File: src/hw/rtl/dpc_pkg.sv
`timescale 1ns / 1ps
// ----------------------------------------------------------------------------
// dpc_pkg: shared types and constants of the demand paging controller
// Field widths, register indexes, result codes, sequencer states and the
// replacement LFSR step.
// ----------------------------------------------------------------------------
package dpc_pkg;

  localparam int ADDR_W      = 16;
  localparam int LIMIT_W     = 8;
  localparam int SEED_W      = 16;
  localparam int CFG_DATA_W  = 16;
  localparam int CFG_INDEX_W = 2;

  localparam int DEF_PAGE_COUNT  = 128;
  localparam int DEF_FRAME_COUNT = 16;
  localparam int DEF_PAGE_BYTES  = 32;

  localparam logic [SEED_W-1:0] SEED_RESET = 16'h0001;
  localparam logic [SEED_W-1:0] LFSR_TAPS  = 16'hB400;

  // configuration register indexes
  typedef enum logic [CFG_INDEX_W-1:0] {
    CFG_TEXT_LIMIT,
    CFG_BSS_LIMIT,
    CFG_RANDOM_SEED
  } cfg_reg_t;

  typedef enum logic [1:0] {
    ST_OK,
    ST_RANGE,
    ST_CODE_STORE,
    ST_UNALLOC
  } status_t;

  typedef enum logic [1:0] {
    FS_NONE,
    FS_EXEC,
    FS_SWAP,
    FS_ZERO
  } fill_src_t;

  typedef enum logic [2:0] {
    S_IDLE,
    S_LOOK,
    S_OWNER,
    S_EVICT,
    S_FILL
  } state_t;

  // per-page flags held in the page table
  typedef struct packed {
    logic valid;
    logic dirty;
  } pt_flags_t;

  // one step of the Galois replacement LFSR
  function automatic logic [SEED_W-1:0] lfsr_step(input logic [SEED_W-1:0] v);
    logic [SEED_W-1:0] shifted;
    shifted = v >> 1;
    return v[0] ? (shifted ^ LFSR_TAPS) : shifted;
  endfunction

endpackage

File: src/hw/rtl/dpc_if.sv
`timescale 1ns / 1ps
// ----------------------------------------------------------------------------
// dpc_if: request and response channels of the demand paging controller
// Valid/ready channels; a transfer happens when valid and ready are high.
// ----------------------------------------------------------------------------
interface dpc_req_if import dpc_pkg::*; ();
  logic              valid;
  logic              ready;
  logic [ADDR_W-1:0] address;
  logic              mode;

  modport source (output valid, output address, output mode, input ready);
  modport sink   (input valid, input address, input mode, output ready);
endinterface

interface dpc_rsp_if import dpc_pkg::*; #(
  parameter int PAGE_W = $clog2(DEF_PAGE_COUNT),
  parameter int PA_W   = $clog2(DEF_FRAME_COUNT * DEF_PAGE_BYTES)
) ();
  logic              valid;
  logic              ready;
  logic [1:0]        status;
  logic              hit;
  logic [PA_W-1:0]   physical_address;
  logic [1:0]        fill_source;
  logic [PAGE_W-1:0] fill_page;
  logic              evict_valid;
  logic [PAGE_W-1:0] evicted_page;
  logic              write_back;

  modport source (
    output valid, output status, output hit, output physical_address,
    output fill_source, output fill_page, output evict_valid,
    output evicted_page, output write_back, input ready
  );
  modport sink (
    input valid, input status, input hit, input physical_address,
    input fill_source, input fill_page, input evict_valid,
    input evicted_page, input write_back, output ready
  );
endinterface

File: src/hw/rtl/demand_paging_controller.sv
`timescale 1ns / 1ps
// ----------------------------------------------------------------------------
// demand_paging_controller: virtual to physical translation with paging
// Page table and frame owner map in synchronous memories; misses take the
// next free frame or an LFSR-chosen victim, with eviction and write-back.
// ----------------------------------------------------------------------------
//
//  channel | dir | handshake      | payload
//  --------+-----+----------------+-----------------------------------------
//  cfg     | in  | cfg_write      | cfg_index, cfg_data (no read-back)
//  req     | in  | valid / ready  | address, mode
//  rsp     | out | valid / ready  | status, hit, physical_address,
//          |     |                | fill_source, fill_page, evict_valid,
//          |     |                | evicted_page, write_back
//
//  A hit or an error passes S_IDLE and S_LOOK; a miss into a free frame adds
//  S_FILL, and a miss with replacement adds S_OWNER and S_EVICT before it.
//  The page table is read once for the page and once for the evicted owner, then written.
//  Reset clears control state, limits to zero and the LFSR to 1; page table
//  entries read as zero until written, so no clearing pass is needed.
//  A result sits in the output register until taken; a new request is
//  accepted meanwhile, and the next result waits in its final state.
// ----------------------------------------------------------------------------
module demand_paging_controller import dpc_pkg::*; #(
  parameter int PAGE_COUNT  = DEF_PAGE_COUNT,
  parameter int FRAME_COUNT = DEF_FRAME_COUNT,
  parameter int PAGE_BYTES  = DEF_PAGE_BYTES
) (
  input  logic                   clk,
  input  logic                   rst,
  input  logic                   cfg_write,
  input  logic [CFG_INDEX_W-1:0] cfg_index,
  input  logic [CFG_DATA_W-1:0]  cfg_data,
  dpc_req_if.sink                req,
  dpc_rsp_if.source              rsp
);

  localparam int PAGE_W  = $clog2(PAGE_COUNT);
  localparam int FRAME_W = $clog2(FRAME_COUNT);
  localparam int CNT_W   = $clog2(FRAME_COUNT + 1);
  localparam int PA_W    = $clog2(FRAME_COUNT * PAGE_BYTES);
  localparam int CMP_W   = (PAGE_W > LIMIT_W) ? PAGE_W : LIMIT_W;

  // exact division of a 16-bit value by a constant via a rounded reciprocal
  localparam int PB_L    = $clog2(PAGE_BYTES);
  localparam int PB_SH   = ADDR_W + PB_L;
  localparam longint unsigned PB_M = ((64'd1 << PB_SH) / PAGE_BYTES) + 64'd1;
  localparam int PROD_W  = 2 * ADDR_W + 1;
  localparam int Q_W     = $clog2(((2 ** ADDR_W) - 1) / PAGE_BYTES + 1);

  localparam int FR_L    = $clog2(FRAME_COUNT);
  localparam int FR_SH   = SEED_W + FR_L;
  localparam longint unsigned FR_M = ((64'd1 << FR_SH) / FRAME_COUNT) + 64'd1;
  localparam int FPROD_W = 2 * SEED_W + 1;

  state_t state, state_next;

  // request capture
  logic [ADDR_W-1:0]  addr_q;
  logic               store_q;
  logic [Q_W-1:0]     page_q;
  logic [PROD_W-1:0]  page_prod;
  logic [Q_W-1:0]     page_div;
  logic               accept;

  // configuration and replacement LFSR
  logic [LIMIT_W-1:0] text_limit;
  logic [LIMIT_W-1:0] bss_limit;
  logic [SEED_W-1:0]  lfsr;
  logic [SEED_W-1:0]  cand;
  logic [SEED_W-1:0]  cand_q;
  logic [FPROD_W-1:0] lfsr_prod;
  logic [SEED_W-1:0]  lquot_q;
  logic [SEED_W-1:0]  rand_rem;
  logic [FRAME_W-1:0] rand_frame;

  // frame map
  logic [CNT_W-1:0]   used_count;
  logic               frames_full;
  logic [PAGE_W-1:0]  owner_mem [FRAME_COUNT];
  logic [PAGE_W-1:0]  owner_rd;
  logic               own_rd_en;
  logic               own_wr_en;

  // page table port
  logic               pt_rd_en;
  logic [PAGE_W-1:0]  pt_rd_addr;
  logic               pt_wr_en;
  logic [PAGE_W-1:0]  pt_wr_addr;
  pt_flags_t          pt_wr_flags;
  logic [FRAME_W-1:0] pt_wr_frame;
  pt_flags_t          pt_flags;
  logic [FRAME_W-1:0] pt_frame;

  // per-access decisions
  logic [PAGE_W-1:0]  page;
  logic               in_range;
  logic               below_text;
  logic               below_bss;
  logic               evicted_code;
  logic               wb_now;
  logic               look_replace;
  logic               look_miss;
  fill_src_t          look_src;
  logic [FRAME_W-1:0] victim_q;
  logic               evict_q;
  logic [PAGE_W-1:0]  evicted_q;
  logic               wb_q;
  fill_src_t          src_q;
  logic               dirty_old_q;
  logic               fill_commit;

  logic [FRAME_W-1:0] phys_frame;
  logic [31:0]        phys_wide;
  logic [PA_W-1:0]    phys;

  // result and output register
  logic               out_free;
  logic               res_load;
  status_t            res_status;
  logic               res_hit;
  logic [PA_W-1:0]    res_phys;
  fill_src_t          res_src;
  logic [PAGE_W-1:0]  res_fill;
  logic               res_evict;
  logic [PAGE_W-1:0]  res_evicted;
  logic               res_wb;

  logic               out_valid;
  status_t            out_status;
  logic               out_hit;
  logic [PA_W-1:0]    out_phys;
  fill_src_t          out_src;
  logic [PAGE_W-1:0]  out_fill;
  logic               out_evict;
  logic [PAGE_W-1:0]  out_evicted;
  logic               out_wb;

  // split the address into page and offset; next LFSR value and its frame
  assign accept    = req.valid && req.ready;
  assign page_prod = PROD_W'(req.address) * PROD_W'(PB_M);
  assign page_div  = Q_W'(page_prod >> PB_SH);
  assign cand      = lfsr_step(lfsr);
  assign lfsr_prod = FPROD_W'(cand) * FPROD_W'(FR_M);

  assign rand_rem   = cand_q - SEED_W'(lquot_q * SEED_W'(FRAME_COUNT));
  assign rand_frame = rand_rem[FRAME_W-1:0];

  assign page         = PAGE_W'(page_q);
  assign in_range     = 32'(page_q) < 32'(PAGE_COUNT);
  assign below_text   = CMP_W'(page) < CMP_W'(text_limit);
  assign below_bss    = CMP_W'(page) < CMP_W'(bss_limit);
  assign evicted_code = CMP_W'(evicted_q) < CMP_W'(text_limit);
  assign wb_now       = pt_flags.dirty && !evicted_code;
  assign frames_full  = used_count == CNT_W'(FRAME_COUNT);
  assign out_free     = !out_valid || rsp.ready;

  // fill source of a missing page
  always_comb begin
    if (below_text) begin
      look_src = FS_EXEC;
    end else if (pt_flags.dirty) begin
      look_src = FS_SWAP;
    end else if (!below_bss) begin
      look_src = FS_ZERO;
    end else begin
      look_src = FS_EXEC;
    end
  end

  // physical address = address + (frame - page) * page size, modulo width
  assign phys_frame = (state == S_FILL) ? victim_q : pt_frame;
  assign phys_wide  = 32'(addr_q) + (32'(phys_frame) - 32'(page)) * 32'(PAGE_BYTES);
  assign phys       = phys_wide[PA_W-1:0];

  // sequencer state
  always_ff @(posedge clk) begin
    if (rst) begin
      state <= S_IDLE;
    end else begin
      state <= state_next;
    end
  end

  // sequencer: next state, memory strobes and result
  always_comb begin
    state_next   = state;
    pt_rd_en     = 1'b0;
    pt_rd_addr   = PAGE_W'(page_div);
    pt_wr_en     = 1'b0;
    pt_wr_addr   = page;
    pt_wr_flags  = '{valid: 1'b1, dirty: 1'b1};
    pt_wr_frame  = pt_frame;
    own_rd_en    = 1'b0;
    own_wr_en    = 1'b0;
    look_replace = 1'b0;
    look_miss    = 1'b0;
    fill_commit  = 1'b0;
    res_load     = 1'b0;
    res_status   = ST_OK;
    res_hit      = 1'b0;
    res_phys     = '0;
    res_src      = FS_NONE;
    res_fill     = '0;
    res_evict    = 1'b0;
    res_evicted  = '0;
    res_wb       = 1'b0;
    req.ready    = 1'b0;
    unique case (state)
      S_IDLE: begin
        req.ready = !rst;
        if (req.valid && !rst) begin
          pt_rd_en   = 1'b1;
          state_next = S_LOOK;
        end
      end
      S_LOOK: begin
        priority if (!in_range) begin
          res_status = ST_RANGE;
          res_load   = out_free;
        end else if (store_q && below_text) begin
          res_status = ST_CODE_STORE;
          res_load   = out_free;
        end else if (pt_flags.valid) begin
          res_hit  = 1'b1;
          res_phys = phys;
          res_load = out_free;
          pt_wr_en = out_free && store_q;
        end else if (!below_text && !pt_flags.dirty && !below_bss && !store_q) begin
          res_status = ST_UNALLOC;
          res_load   = out_free;
        end else begin
          look_miss = 1'b1;
        end
        if (look_miss) begin
          if (frames_full) begin
            look_replace = 1'b1;
            own_rd_en    = 1'b1;
            state_next   = S_OWNER;
          end else begin
            state_next = S_FILL;
          end
        end else if (res_load) begin
          state_next = S_IDLE;
        end
      end
      S_OWNER: begin
        pt_rd_en   = 1'b1;
        pt_rd_addr = owner_rd;
        state_next = S_EVICT;
      end
      S_EVICT: begin
        pt_wr_en    = 1'b1;
        pt_wr_addr  = evicted_q;
        pt_wr_flags = '{valid: 1'b0, dirty: wb_now};
        pt_wr_frame = '0;
        state_next  = S_FILL;
      end
      S_FILL: begin
        res_phys    = phys;
        res_src     = src_q;
        res_fill    = page;
        res_evict   = evict_q;
        res_evicted = evict_q ? evicted_q : '0;
        res_wb      = wb_q;
        if (out_free) begin
          fill_commit = 1'b1;
          res_load    = 1'b1;
          pt_wr_en    = 1'b1;
          pt_wr_flags = '{valid: 1'b1, dirty: dirty_old_q || store_q};
          pt_wr_frame = victim_q;
          own_wr_en   = 1'b1;
          state_next  = S_IDLE;
        end
      end
      default: begin
        state_next = S_IDLE;
      end
    endcase
  end

  // capture the request and the precomputed replacement candidate
  always_ff @(posedge clk) begin
    if (accept) begin
      addr_q  <= req.address;
      store_q <= req.mode;
      page_q  <= page_div;
      cand_q  <= cand;
      lquot_q <= SEED_W'(lfsr_prod >> FR_SH);
    end
  end

  // hold the miss context for eviction and fill
  always_ff @(posedge clk) begin
    if (look_miss) begin
      victim_q    <= frames_full ? rand_frame : FRAME_W'(used_count);
      evict_q     <= frames_full;
      wb_q        <= 1'b0;
      src_q       <= look_src;
      dirty_old_q <= pt_flags.dirty;
    end
    if (state == S_OWNER) begin
      evicted_q <= owner_rd;
    end
    if (state == S_EVICT) begin
      wb_q <= wb_now;
    end
  end

  // configuration registers and LFSR
  always_ff @(posedge clk) begin
    if (rst) begin
      text_limit <= '0;
      bss_limit  <= '0;
      lfsr       <= SEED_RESET;
    end else begin
      if (cfg_write && cfg_index == CFG_TEXT_LIMIT) begin
        text_limit <= cfg_data[LIMIT_W-1:0];
      end
      if (cfg_write && cfg_index == CFG_BSS_LIMIT) begin
        bss_limit <= cfg_data[LIMIT_W-1:0];
      end
      if (cfg_write && cfg_index == CFG_RANDOM_SEED) begin
        lfsr <= cfg_data[SEED_W-1:0];
      end else if (look_replace) begin
        lfsr <= cand_q;
      end
    end
  end

  // frames are handed out in order until all are used
  always_ff @(posedge clk) begin
    if (rst) begin
      used_count <= '0;
    end else if (fill_commit && !evict_q) begin
      used_count <= used_count + CNT_W'(1);
    end
  end

  // frame owner memory
  always_ff @(posedge clk) begin
    if (own_wr_en) begin
      owner_mem[victim_q] <= page;
    end
    if (own_rd_en) begin
      owner_rd <= owner_mem[rand_frame];
    end
  end

  dpc_page_table #(
    .PAGE_COUNT (PAGE_COUNT),
    .FRAME_W    (FRAME_W)
  ) u_page_table (
    .clk      (clk),
    .rst      (rst),
    .rd_en    (pt_rd_en),
    .rd_addr  (pt_rd_addr),
    .wr_en    (pt_wr_en),
    .wr_addr  (pt_wr_addr),
    .wr_flags (pt_wr_flags),
    .wr_frame (pt_wr_frame),
    .rd_flags (pt_flags),
    .rd_frame (pt_frame)
  );

  // output register: hold until transfer
  always_ff @(posedge clk) begin
    if (rst) begin
      out_valid <= 1'b0;
    end else if (res_load) begin
      out_valid <= 1'b1;
    end else if (rsp.ready) begin
      out_valid <= 1'b0;
    end
  end

  always_ff @(posedge clk) begin
    if (res_load) begin
      out_status  <= res_status;
      out_hit     <= res_hit;
      out_phys    <= res_phys;
      out_src     <= res_src;
      out_fill    <= res_fill;
      out_evict   <= res_evict;
      out_evicted <= res_evicted;
      out_wb      <= res_wb;
    end
  end

  assign rsp.valid            = out_valid;
  assign rsp.status           = out_status;
  assign rsp.hit              = out_hit;
  assign rsp.physical_address = out_phys;
  assign rsp.fill_source      = out_src;
  assign rsp.fill_page        = out_fill;
  assign rsp.evict_valid      = out_evict;
  assign rsp.evicted_page     = out_evicted;
  assign rsp.write_back       = out_wb;

  // an error result carries no translation, fill or eviction
  assert property (@(posedge clk) disable iff (rst)
    rsp.valid && rsp.status != ST_OK |->
      !rsp.hit && rsp.fill_source == FS_NONE && !rsp.evict_valid &&
      !rsp.write_back && rsp.physical_address == '0)
    else $error("error result carries translation fields");

  // write-back only with an eviction
  assert property (@(posedge clk) disable iff (rst)
    rsp.valid && rsp.write_back |-> rsp.evict_valid)
    else $error("write-back without eviction");

  // replacement only when every frame is in use
  assert property (@(posedge clk) disable iff (rst)
    state == S_OWNER |-> used_count == CNT_W'(FRAME_COUNT))
    else $error("victim chosen while a frame is free");

  // a loaded result shows up on the response channel
  assert property (@(posedge clk) disable iff (rst)
    res_load |=> rsp.valid)
    else $error("result lost in output register");

endmodule

File: src/hw/rtl/dpc_page_table.sv
`timescale 1ns / 1ps
// ----------------------------------------------------------------------------
// dpc_page_table: page table memory
// One entry per virtual page (valid, dirty, frame) in a synchronous memory
// with one write and one registered read port. A written bit per entry,
// cleared by reset, makes never-written entries read as zero.
// ----------------------------------------------------------------------------
module dpc_page_table import dpc_pkg::*; #(
  parameter int PAGE_COUNT = DEF_PAGE_COUNT,
  parameter int FRAME_W    = $clog2(DEF_FRAME_COUNT),
  localparam int PAGE_W    = $clog2(PAGE_COUNT)
) (
  input  logic               clk,
  input  logic               rst,
  input  logic               rd_en,
  input  logic [PAGE_W-1:0]  rd_addr,
  input  logic               wr_en,
  input  logic [PAGE_W-1:0]  wr_addr,
  input  pt_flags_t          wr_flags,
  input  logic [FRAME_W-1:0] wr_frame,
  output pt_flags_t          rd_flags,
  output logic [FRAME_W-1:0] rd_frame
);

  localparam int WORD_W = FRAME_W + 2;

  logic [WORD_W-1:0]     mem [PAGE_COUNT];
  logic [WORD_W-1:0]     rd_word;
  logic [PAGE_COUNT-1:0] written;
  logic                  rd_written;

  // memory array: write and registered read
  always_ff @(posedge clk) begin
    if (wr_en) begin
      mem[wr_addr] <= {wr_flags, wr_frame};
    end
    if (rd_en) begin
      rd_word <= mem[rd_addr];
    end
  end

  // track entries written since reset
  always_ff @(posedge clk) begin
    if (rst) begin
      written    <= '0;
      rd_written <= 1'b0;
    end else begin
      if (wr_en) begin
        written[wr_addr] <= 1'b1;
      end
      if (rd_en) begin
        rd_written <= written[rd_addr];
      end
    end
  end

  // never-written entries read as the reset value
  assign rd_flags = rd_written ? pt_flags_t'(rd_word[WORD_W-1:FRAME_W]) : '0;
  assign rd_frame = rd_written ? rd_word[FRAME_W-1:0] : '0;

endmodule
File: src/flat_wrapper.sv
// flat-port wrapper written by rule: the top's interface ports become plain ports
module demand_paging_controller_flat import dpc_pkg::*;
#(
  parameter int PAGE_COUNT  = DEF_PAGE_COUNT,
  parameter int FRAME_COUNT = DEF_FRAME_COUNT,
  parameter int PAGE_BYTES  = DEF_PAGE_BYTES
)
  (clk, rst, cfg_write, cfg_index, cfg_data, req_valid, req_address, req_mode, req_ready, rsp_valid, rsp_status, rsp_hit, rsp_physical_address, rsp_fill_source, rsp_fill_page, rsp_evict_valid, rsp_evicted_page, rsp_write_back, rsp_ready);
  dpc_req_if req_i ();
  dpc_rsp_if rsp_i ();
  input  logic clk;
  input  logic rst;
  input  logic cfg_write;
  input  logic [CFG_INDEX_W-1:0] cfg_index;
  input  logic [CFG_DATA_W-1:0] cfg_data;
  input wire logic [$bits(req_i.valid)-1:0] req_valid;
  input wire logic [$bits(req_i.address)-1:0] req_address;
  input wire logic [$bits(req_i.mode)-1:0] req_mode;
  output wire logic [$bits(req_i.ready)-1:0] req_ready;
  output wire logic [$bits(rsp_i.valid)-1:0] rsp_valid;
  output wire logic [$bits(rsp_i.status)-1:0] rsp_status;
  output wire logic [$bits(rsp_i.hit)-1:0] rsp_hit;
  output wire logic [$bits(rsp_i.physical_address)-1:0] rsp_physical_address;
  output wire logic [$bits(rsp_i.fill_source)-1:0] rsp_fill_source;
  output wire logic [$bits(rsp_i.fill_page)-1:0] rsp_fill_page;
  output wire logic [$bits(rsp_i.evict_valid)-1:0] rsp_evict_valid;
  output wire logic [$bits(rsp_i.evicted_page)-1:0] rsp_evicted_page;
  output wire logic [$bits(rsp_i.write_back)-1:0] rsp_write_back;
  input wire logic [$bits(rsp_i.ready)-1:0] rsp_ready;
  assign req_i.valid = req_valid;
  assign req_i.address = req_address;
  assign req_i.mode = req_mode;
  assign req_ready = req_i.ready;
  assign rsp_valid = rsp_i.valid;
  assign rsp_status = rsp_i.status;
  assign rsp_hit = rsp_i.hit;
  assign rsp_physical_address = rsp_i.physical_address;
  assign rsp_fill_source = rsp_i.fill_source;
  assign rsp_fill_page = rsp_i.fill_page;
  assign rsp_evict_valid = rsp_i.evict_valid;
  assign rsp_evicted_page = rsp_i.evicted_page;
  assign rsp_write_back = rsp_i.write_back;
  assign rsp_i.ready = rsp_ready;
  demand_paging_controller #(.PAGE_COUNT(PAGE_COUNT), .FRAME_COUNT(FRAME_COUNT), .PAGE_BYTES(PAGE_BYTES)) u_core (.clk(clk), .rst(rst), .cfg_write(cfg_write), .cfg_index(cfg_index), .cfg_data(cfg_data), .req(req_i), .rsp(rsp_i));
endmodule
File: config.mk
export PLATFORM = sky130hd
export DESIGN_NAME = demand_paging_controller_flat
export DESIGN_NICKNAME = d
export VERILOG_FILES = /design/src/hw/rtl/dpc_pkg.sv /design/src/hw/rtl/dpc_if.sv /design/src/hw/rtl/demand_paging_controller.sv /design/src/hw/rtl/dpc_page_table.sv /design/src/flat_wrapper.sv
export SDC_FILE = /design/constraint.sdc
export NUM_CORES = 2
export LEC_CHECK = 0
export BUFFER_PORTS_ARGS = -buffer_cell sky130_fd_sc_hd__buf_2
export CAP_MARGIN = 0
export CORE_MARGIN = 5
export CORE_UTILIZATION = 45
export DETAILED_ROUTE_END_ITERATION = 10
export GPL_ROUTABILITY_DRIVEN = 1
export GPL_TIMING_DRIVEN = 0
export PLACE_DENSITY = 0.6
export SLEW_MARGIN = 15
export SYNTH_ARGS = -nofsm -noshare
export SYNTH_HDL_FRONTEND = slang
export SYNTH_SLANG_ARGS = --single-unit
File: constraint.sdc
create_clock -name clk -period 28.5 [get_ports clk]
set_clock_uncertainty 0.05 [all_clocks]
set_input_delay 2.85 -clock clk [delete_from_list [all_inputs] [get_ports clk]]
set_output_delay 2.85 -clock clk [all_outputs]
set_load 0.02 [all_outputs]
; Word-level counts from Yosys, hierarchy flattened
; Memory sizes are Yosys's and may differ from the RTL's. A register that Yosys moved wholly into a read port is not among the register bits.
; Index checks and enable logic that the tools add are counted.
[op_classes]
addsub = 4
multipliers = 1
n_div = 0
magnitude_cmp = 7
n_eq_ne = 10
n_shift = 0
mux = 66
n_bitwise = 4
reduce_logical = 32
[ops]
columns = op, n
row1 = OR 128 bit, 1
row2 = 2-to-1 mux 16 bit, 3
row3 = 2-to-1 mux 1 bit, 34
row4 = multiplier 16 x 17 -> 32 bit (second input constant), 1
row5 = 2-to-1 mux 9 bit, 3
row6 = less-than comparator 7 x 8 -> 1 bit, 3
row7 = case mux 9 bit (2 select lines), 1
row8 = less-than comparator 7 x 8 -> 1 bit (second input constant), 2
row9 = 2-to-1 mux 4 bit, 4
row10 = 2-to-1 mux 3 bit, 5
row11 = case mux 3 bit (5 select lines), 1
row12 = 2-to-1 mux 7 bit, 2
row13 = logical AND 1 bit, 13
row14 = 2-to-1 mux 2 bit, 6
row15 = less-than comparator 11 x 8 -> 1 bit (second input constant), 1
row16 = adder 9 bit, 1
row17 = zero test 1 bit, 8
row18 = case mux 4 bit (2 select lines), 1
row19 = binary-select mux 1 bit (select 7 bit), 1
row20 = demux 1 bit (select 7 bit), 1
row21 = >= comparator 7 x 1 -> 1 bit (second input constant), 1
row22 = == test 3 x 2 -> 1 bit (second input constant), 2
row23 = nonzero test 2 bit, 3
row24 = adder 5 x 1 -> 5 bit (second input constant), 1
row25 = 20 further kinds, 25
[word_totals]
reg_bits = 253
latchBits = 0
ram_bits = 880
romBits = 0
input_bits = 40
word_cells = 153
mem_count = 2
[memory_table]
columns = name, depth, width, read_ports, rd_ports_with_merged_regs, write_ports, line_no
row1 = u_core.u_page_table.mem, 128, 6, 1, 1, 1, dpc_page_table.sv:27  ; logic [WORD_W-1:0] mem [PAGE_COUNT];
row2 = u_core.owner_mem, 16, 7, 1, 1, 1, demand_paging_controller.sv:80  ; logic [PAGE_W-1:0] owner_mem [FRAME_COUNT];

; Longest topological paths before layout
[depth]
ltp_word = 14
ltp_mapped = 15

; Modules after synthesis
; From an unflattened synthesis, not the netlist that was laid out.
[hier_totals]
cells_unflattened = 2434
area_unflattened_um2 = 44745.4
[by_module_without_submodules]
columns = module, instances, cells_each, area_per_inst_um2, seq_area_each_um2
row1 = dpc_page_table, 1, 1772, 34744.6, 25824.8
row2 = demand_paging_controller, 1, 662, 10000.8, 6766.5

; Worst setup path before layout
; Ideal clock, no wire load.
[synth_timing]
path_type = reg-to-reg
startpoint = reg u_core.state[2]
endpoint = mem u_core.u_page_table.mem[0][4] (netlist name) (data pin)
arrival_time_ps = 9793
required_ps = 26859
path_slack_ps = 17065
stages_incl_launch_ff = 7
period_less_slack_ps = 11435
path_cell_list = dfxtp_1 > clkbuf_1 > and3b_1 > clkbuf_1 > inv_1 > buf_1 > o41ai_1
[synth_rtl]
columns = element, line_no
row1 = start: declaration, demand_paging_controller.sv:56  ; state_t state, state_next;
row2 = start signal: assignment, demand_paging_controller.sv:181  ; state <= state_next;
row3 = end: declaration, dpc_page_table.sv:27

; Worst setup path after layout
[layout_timing]
startpoint = in req_address[6]
endpoint = reg u_core.u_page_table.rd_word[1], read port of u_core.u_page_table.mem (data pin)
[layout_via]
elab_chain_len = 2
[layout_rtl]
columns = element, line_no
row1 = start: declaration, flat_wrapper.sv:17  ; input wire logic [$bits(req_i.address)-1:0] req_address;
row2 = multiplier 16 x 17 -> 32 bit, demand_paging_controller.sv:141  ; assign page_prod = PROD_W'(req.address) * PROD_W'(PB_M);
row3 = 2-to-1 mux 7 bit, demand_paging_controller.sv:209  ; unique case (state)
row4 = end: declaration, dpc_page_table.sv:28  ; logic [WORD_W-1:0] rd_word;
; Every way passes these cells.
; A chain may end at the register's enable or synchronous reset.

==> impl_metrics.env <==
export IMPL_rows=117
export IMPL_seq_area_frac_synth=0.701
export IMPL_yosysWarnings=0
export IMPL_seq_area_mm2=0.0326
export IMPL_slew_viol_final=0
export IMPL_fin_nets=3650
export IMPL_status="completed"
export IMPL_rr_startpoint="u_core.owner_rd[1]$_DFFE_PP_"
export IMPL_grt_pass1_vias=28900
export IMPL_die_y_um=331
export IMPL_cts_root_buf="clkbuf_16"
export IMPL_h_tree_depth=3
export IMPL_wl_per_cell_um=28.4
export IMPL_dieWidth_um=331
export IMPL_post_cts_resized=0
export IMPL_antenna_found_initial=5
export IMPL_syn_avg_cell_area_um2=13.9
export IMPL_cts_inserted_buffers=116
export IMPL_drc=0
export IMPL_rsz0062_at_grt="no"
export IMPL_portBuffers=71
export IMPL_grt_max_degree=42
export IMPL_period_share=0.286
export IMPL_cp_end_kind="register"
export IMPL_grt_ovfl_total=0
export IMPL_tritoncts="done"
export IMPL_grt_usage=0.253
export IMPL_synth_edf_count=972
export IMPL_n_antenna_cell=0
export IMPL_total_power_mw=3.52
export IMPL_ant_nets=0
export IMPL_synth_cell_types=68
export IMPL_finalWirelength_mm=144
export IMPL_gp_congestion=1.01
export IMPL_nFillCells=8788
export IMPL_r2r_end="u_core.u_page_table.rd_word[1]$_DFFE_PP_"
export IMPL_start_util=0.455
export IMPL_vias=29900
export IMPL_synthTopCellsByArea="edfxtp_1, dfxtp_1, mux2i_1"
export IMPL_fmax_ghz=0.123
export IMPL_clk_latency_ns=0.71
export IMPL_crit_type="in2reg"
export IMPL_path_clk_slew_ns=0.06
export IMPL_netlist_area_mm2=0.0465
export IMPL_slew_headroom=0.112
export IMPL_holdPathStages=0
export IMPL_via_per_inst=5.93
export IMPL_grt_pass1_wl_mm=204
export IMPL_async_reset_ff_frac=0
export IMPL_ys_ff_latch=1142
export IMPL_hpwl_mm=103
export IMPL_synth_top_area_cell="edfxtp_1"
export IMPL_synth_cells=3354
export IMPL_clock_sink_count=1142
export IMPL_drive_gt1_frac=0.130
export IMPL_p_leak_nw=18.4
export IMPL_setup_viol=0
export IMPL_worstSetupStartpointType="primary input"
export IMPL_holdCritStartpoint="u_core.lfsr[5]$_SDFFE_PP0P_"
export IMPL_ir_worst_vdd_v=0.0000574
export IMPL_power_density_mw_per_mm2=66.3
export IMPL_whs_endpoint="u_core.cand_q[4]$_DFFE_PP_"
export IMPL_cap_violations=0
export IMPL_clk_path_buf_depth=3
export IMPL_syn_num_nets=3421
export IMPL_synth_top_cell_area_share=0.628
export IMPL_cp_data_required_time_ns=28.94
export IMPL_die_area_mm2=0.110
export IMPL_cts_hold_buffers=0
export IMPL_area_growth_pct=14.1
export IMPL_synth_ff_type="edfxtp_1"
export IMPL_io_pins=72
export IMPL_first_pass_iters=6
export IMPL_worst_slew_pin_slew_ns=1.33
export IMPL_worstPathArrival_ns=8.58
export IMPL_drtIter0Drc=4086
export IMPL_post_cts_setup_buffer_count=0
export IMPL_hold_viol=0
export IMPL_period_minus_slack_ns=8.15
export IMPL_multiInputGateArea_mm2=0.0127
export IMPL_cp_max_fo=10
export IMPL_reg2regPathDepth=13
export IMPL_hp_class="reg2reg"
export IMPL_tns_ns=0
export IMPL_ff2ff_setup_slack_ns=22.33
export IMPL_core_mm2=0.102
-- cells in the mapped netlist, types with 8 or more instances --
master / n
buf_4: 23
nor4_1: 14
ha_1: 25
mux2i_1: 280
nand2_1: 512
o22ai_1: 60
nor2_1: 214
nand3_1: 95
xor2_1: 10
or3_1: 10
clkbuf_1: 71
a211oi_1: 84
or4_1: 13
mux2_2: 17
mux4_2: 41
nand2b_1: 9
o221ai_1: 8
buf_6: 13
dfxtp_1: 170
o21ai_0: 52
o21a_1: 129
buf_2: 75
a31oi_1: 73
and3_1: 82
nand4_1: 9
a21o_1: 17
nor3_1: 19
inv_1: 66
edfxtp_1: 972
buf_1: 19
a21oi_1: 69
o2111ai_1: 11
-- final cells by class --
cell class | instances | area share
buffer | 201 | 0.0195
clock buffer | 161 | 0.0604
clock inverter | 57 | 0.00995
inverter | 67 | 0.00474
multi-input combinational | 1944 | 0.239
sequential | 1142 | 0.614
tap | 1368 | 0.0323
timing repair buffer | 111 | 0.0194
-- per-stage QoR --
| stage | hold slack [ns] | cells | setup slack, ns | instance area, um2 | utilization |
|---|---|---|---|---|---|
| floorplan | 0.358 | 3354 | 17.07 | 46500 | - |
| global placement | 0.360 | 4793 | 6.35 | 48500 | 0.475 |
| detailed placement | 0.364 | 4833 | 20.01 | 49300 | 0.483 |
| CTS | 0.379 | 5051 | 20.74 | 53000 | 0.519 |
| global route | 0.386 | 5051 | 20.35 | 53100 | 0.519 |
| finish | 0.379 | 5051 | 20.35 | 53100 | 0.519 |
-- power breakdown --
group | switching [mW] | leakage (nW) | internal (mW) | total, mW
registers | 0.00550 | 10.2 | 1.81 | 1.81
clock network | 0.642 | 1.82 | 0.864 | 1.51
logic | 0.138 | 6.36 | 0.0596 | 0.197
total | 0.785 | 18.4 | 2.73 | 3.52
-- worst max-delay path, cell delays in order --
cell and delay [ns]:
buf_2 0.12, buf_1 0.79, a21o_1 0.19, buf_2 0.45, buf_2 0.48, buf_2 0.36, buf_1 0.79, a211oi_1 0.17
o21ai_0 0.24, nand4_1 0.55, nor3_1 0.75, o22ai_1 0.41, a31oi_1 0.39
-- sequential cells by signal, indices dropped and copies added, names as in the netlist, 2 cells and up --
signal,cells
u_core.u_page_table.mem,768
u_core.u_page_table.written,128
u_core.owner_mem,112
u_core.cand_q,16
u_core.lfsr,16
u_core.page_q,11
u_core.rsp.physical_address,9
u_core.bss_limit,8
u_core.text_limit,8
u_core.evicted_q,7
u_core.owner_rd,7
u_core.rsp.evicted_page,7
u_core.rsp.fill_page,7
u_core.u_page_table.rd_word,6
u_core.addr_q,5
u_core.used_count,5
u_core.victim_q,4
u_core.state,3
u_core.rsp.fill_source,2
u_core.rsp.status,2
u_core.src_q,2
-- cells by family after synthesis --
group / synth area share
buf+inv: 0.0276
fa+ha+maj: 0.00759
xor+xnor: 0.00207
mux: 0.0853
simple gates: 0.0946
compound gates: 0.0816
flops: 0.701
-- per-layer routing --
metal | global-route usage | up-vias | wire, um
met5 | 0 | - | 0
met3 | 0.0520 | 304 | 13900
li1 | - | 13100 | -
met2 | 0.395 | 1565 | 64600
met1 | 0.354 | 15000 | 58900
met4 | 0.0959 | 0 | 6090
-- how the worst max path moves through the flow --
stage	start	end	slack, ns	cells after the start
floorplan	u_core.state[2]$_SDFFE_PP0P_	u_core.u_page_table.mem[0][4]$_DFFE_PP_	17.07	6
global placement	u_core.state[2]$_SDFFE_PP0P_	u_core.u_page_table.mem[81][4]$_DFFE_PP_	6.35	6
detailed placement	req_address[6]	u_core.u_page_table.rd_word[1]$_DFFE_PP_	20.01	13
CTS	req_address[6]	u_core.u_page_table.rd_word[1]$_DFFE_PP_	20.74	13
global route	req_address[6]	u_core.u_page_table.rd_word[1]$_DFFE_PP_	20.35	13
finish	req_address[6]	u_core.u_page_table.rd_word[1]$_DFFE_PP_	20.35	13
-- placed cells by master, fill, tap and decap left out, types with 68 or more instances in the layout --
master / count
a211oi_1: 84
a21oi_1: 68
a31oi_1: 73
and3_1: 82
buf_2: 156
clkbuf_1: 104
clkbuf_16: 117
dfxtp_1: 170
edfxtp_1: 972
mux2i_1: 279
nand2_1: 512
nand3_1: 95
nor2_1: 214
o21a_1: 129
Note: power is estimated with default switching activity, not from simulation.
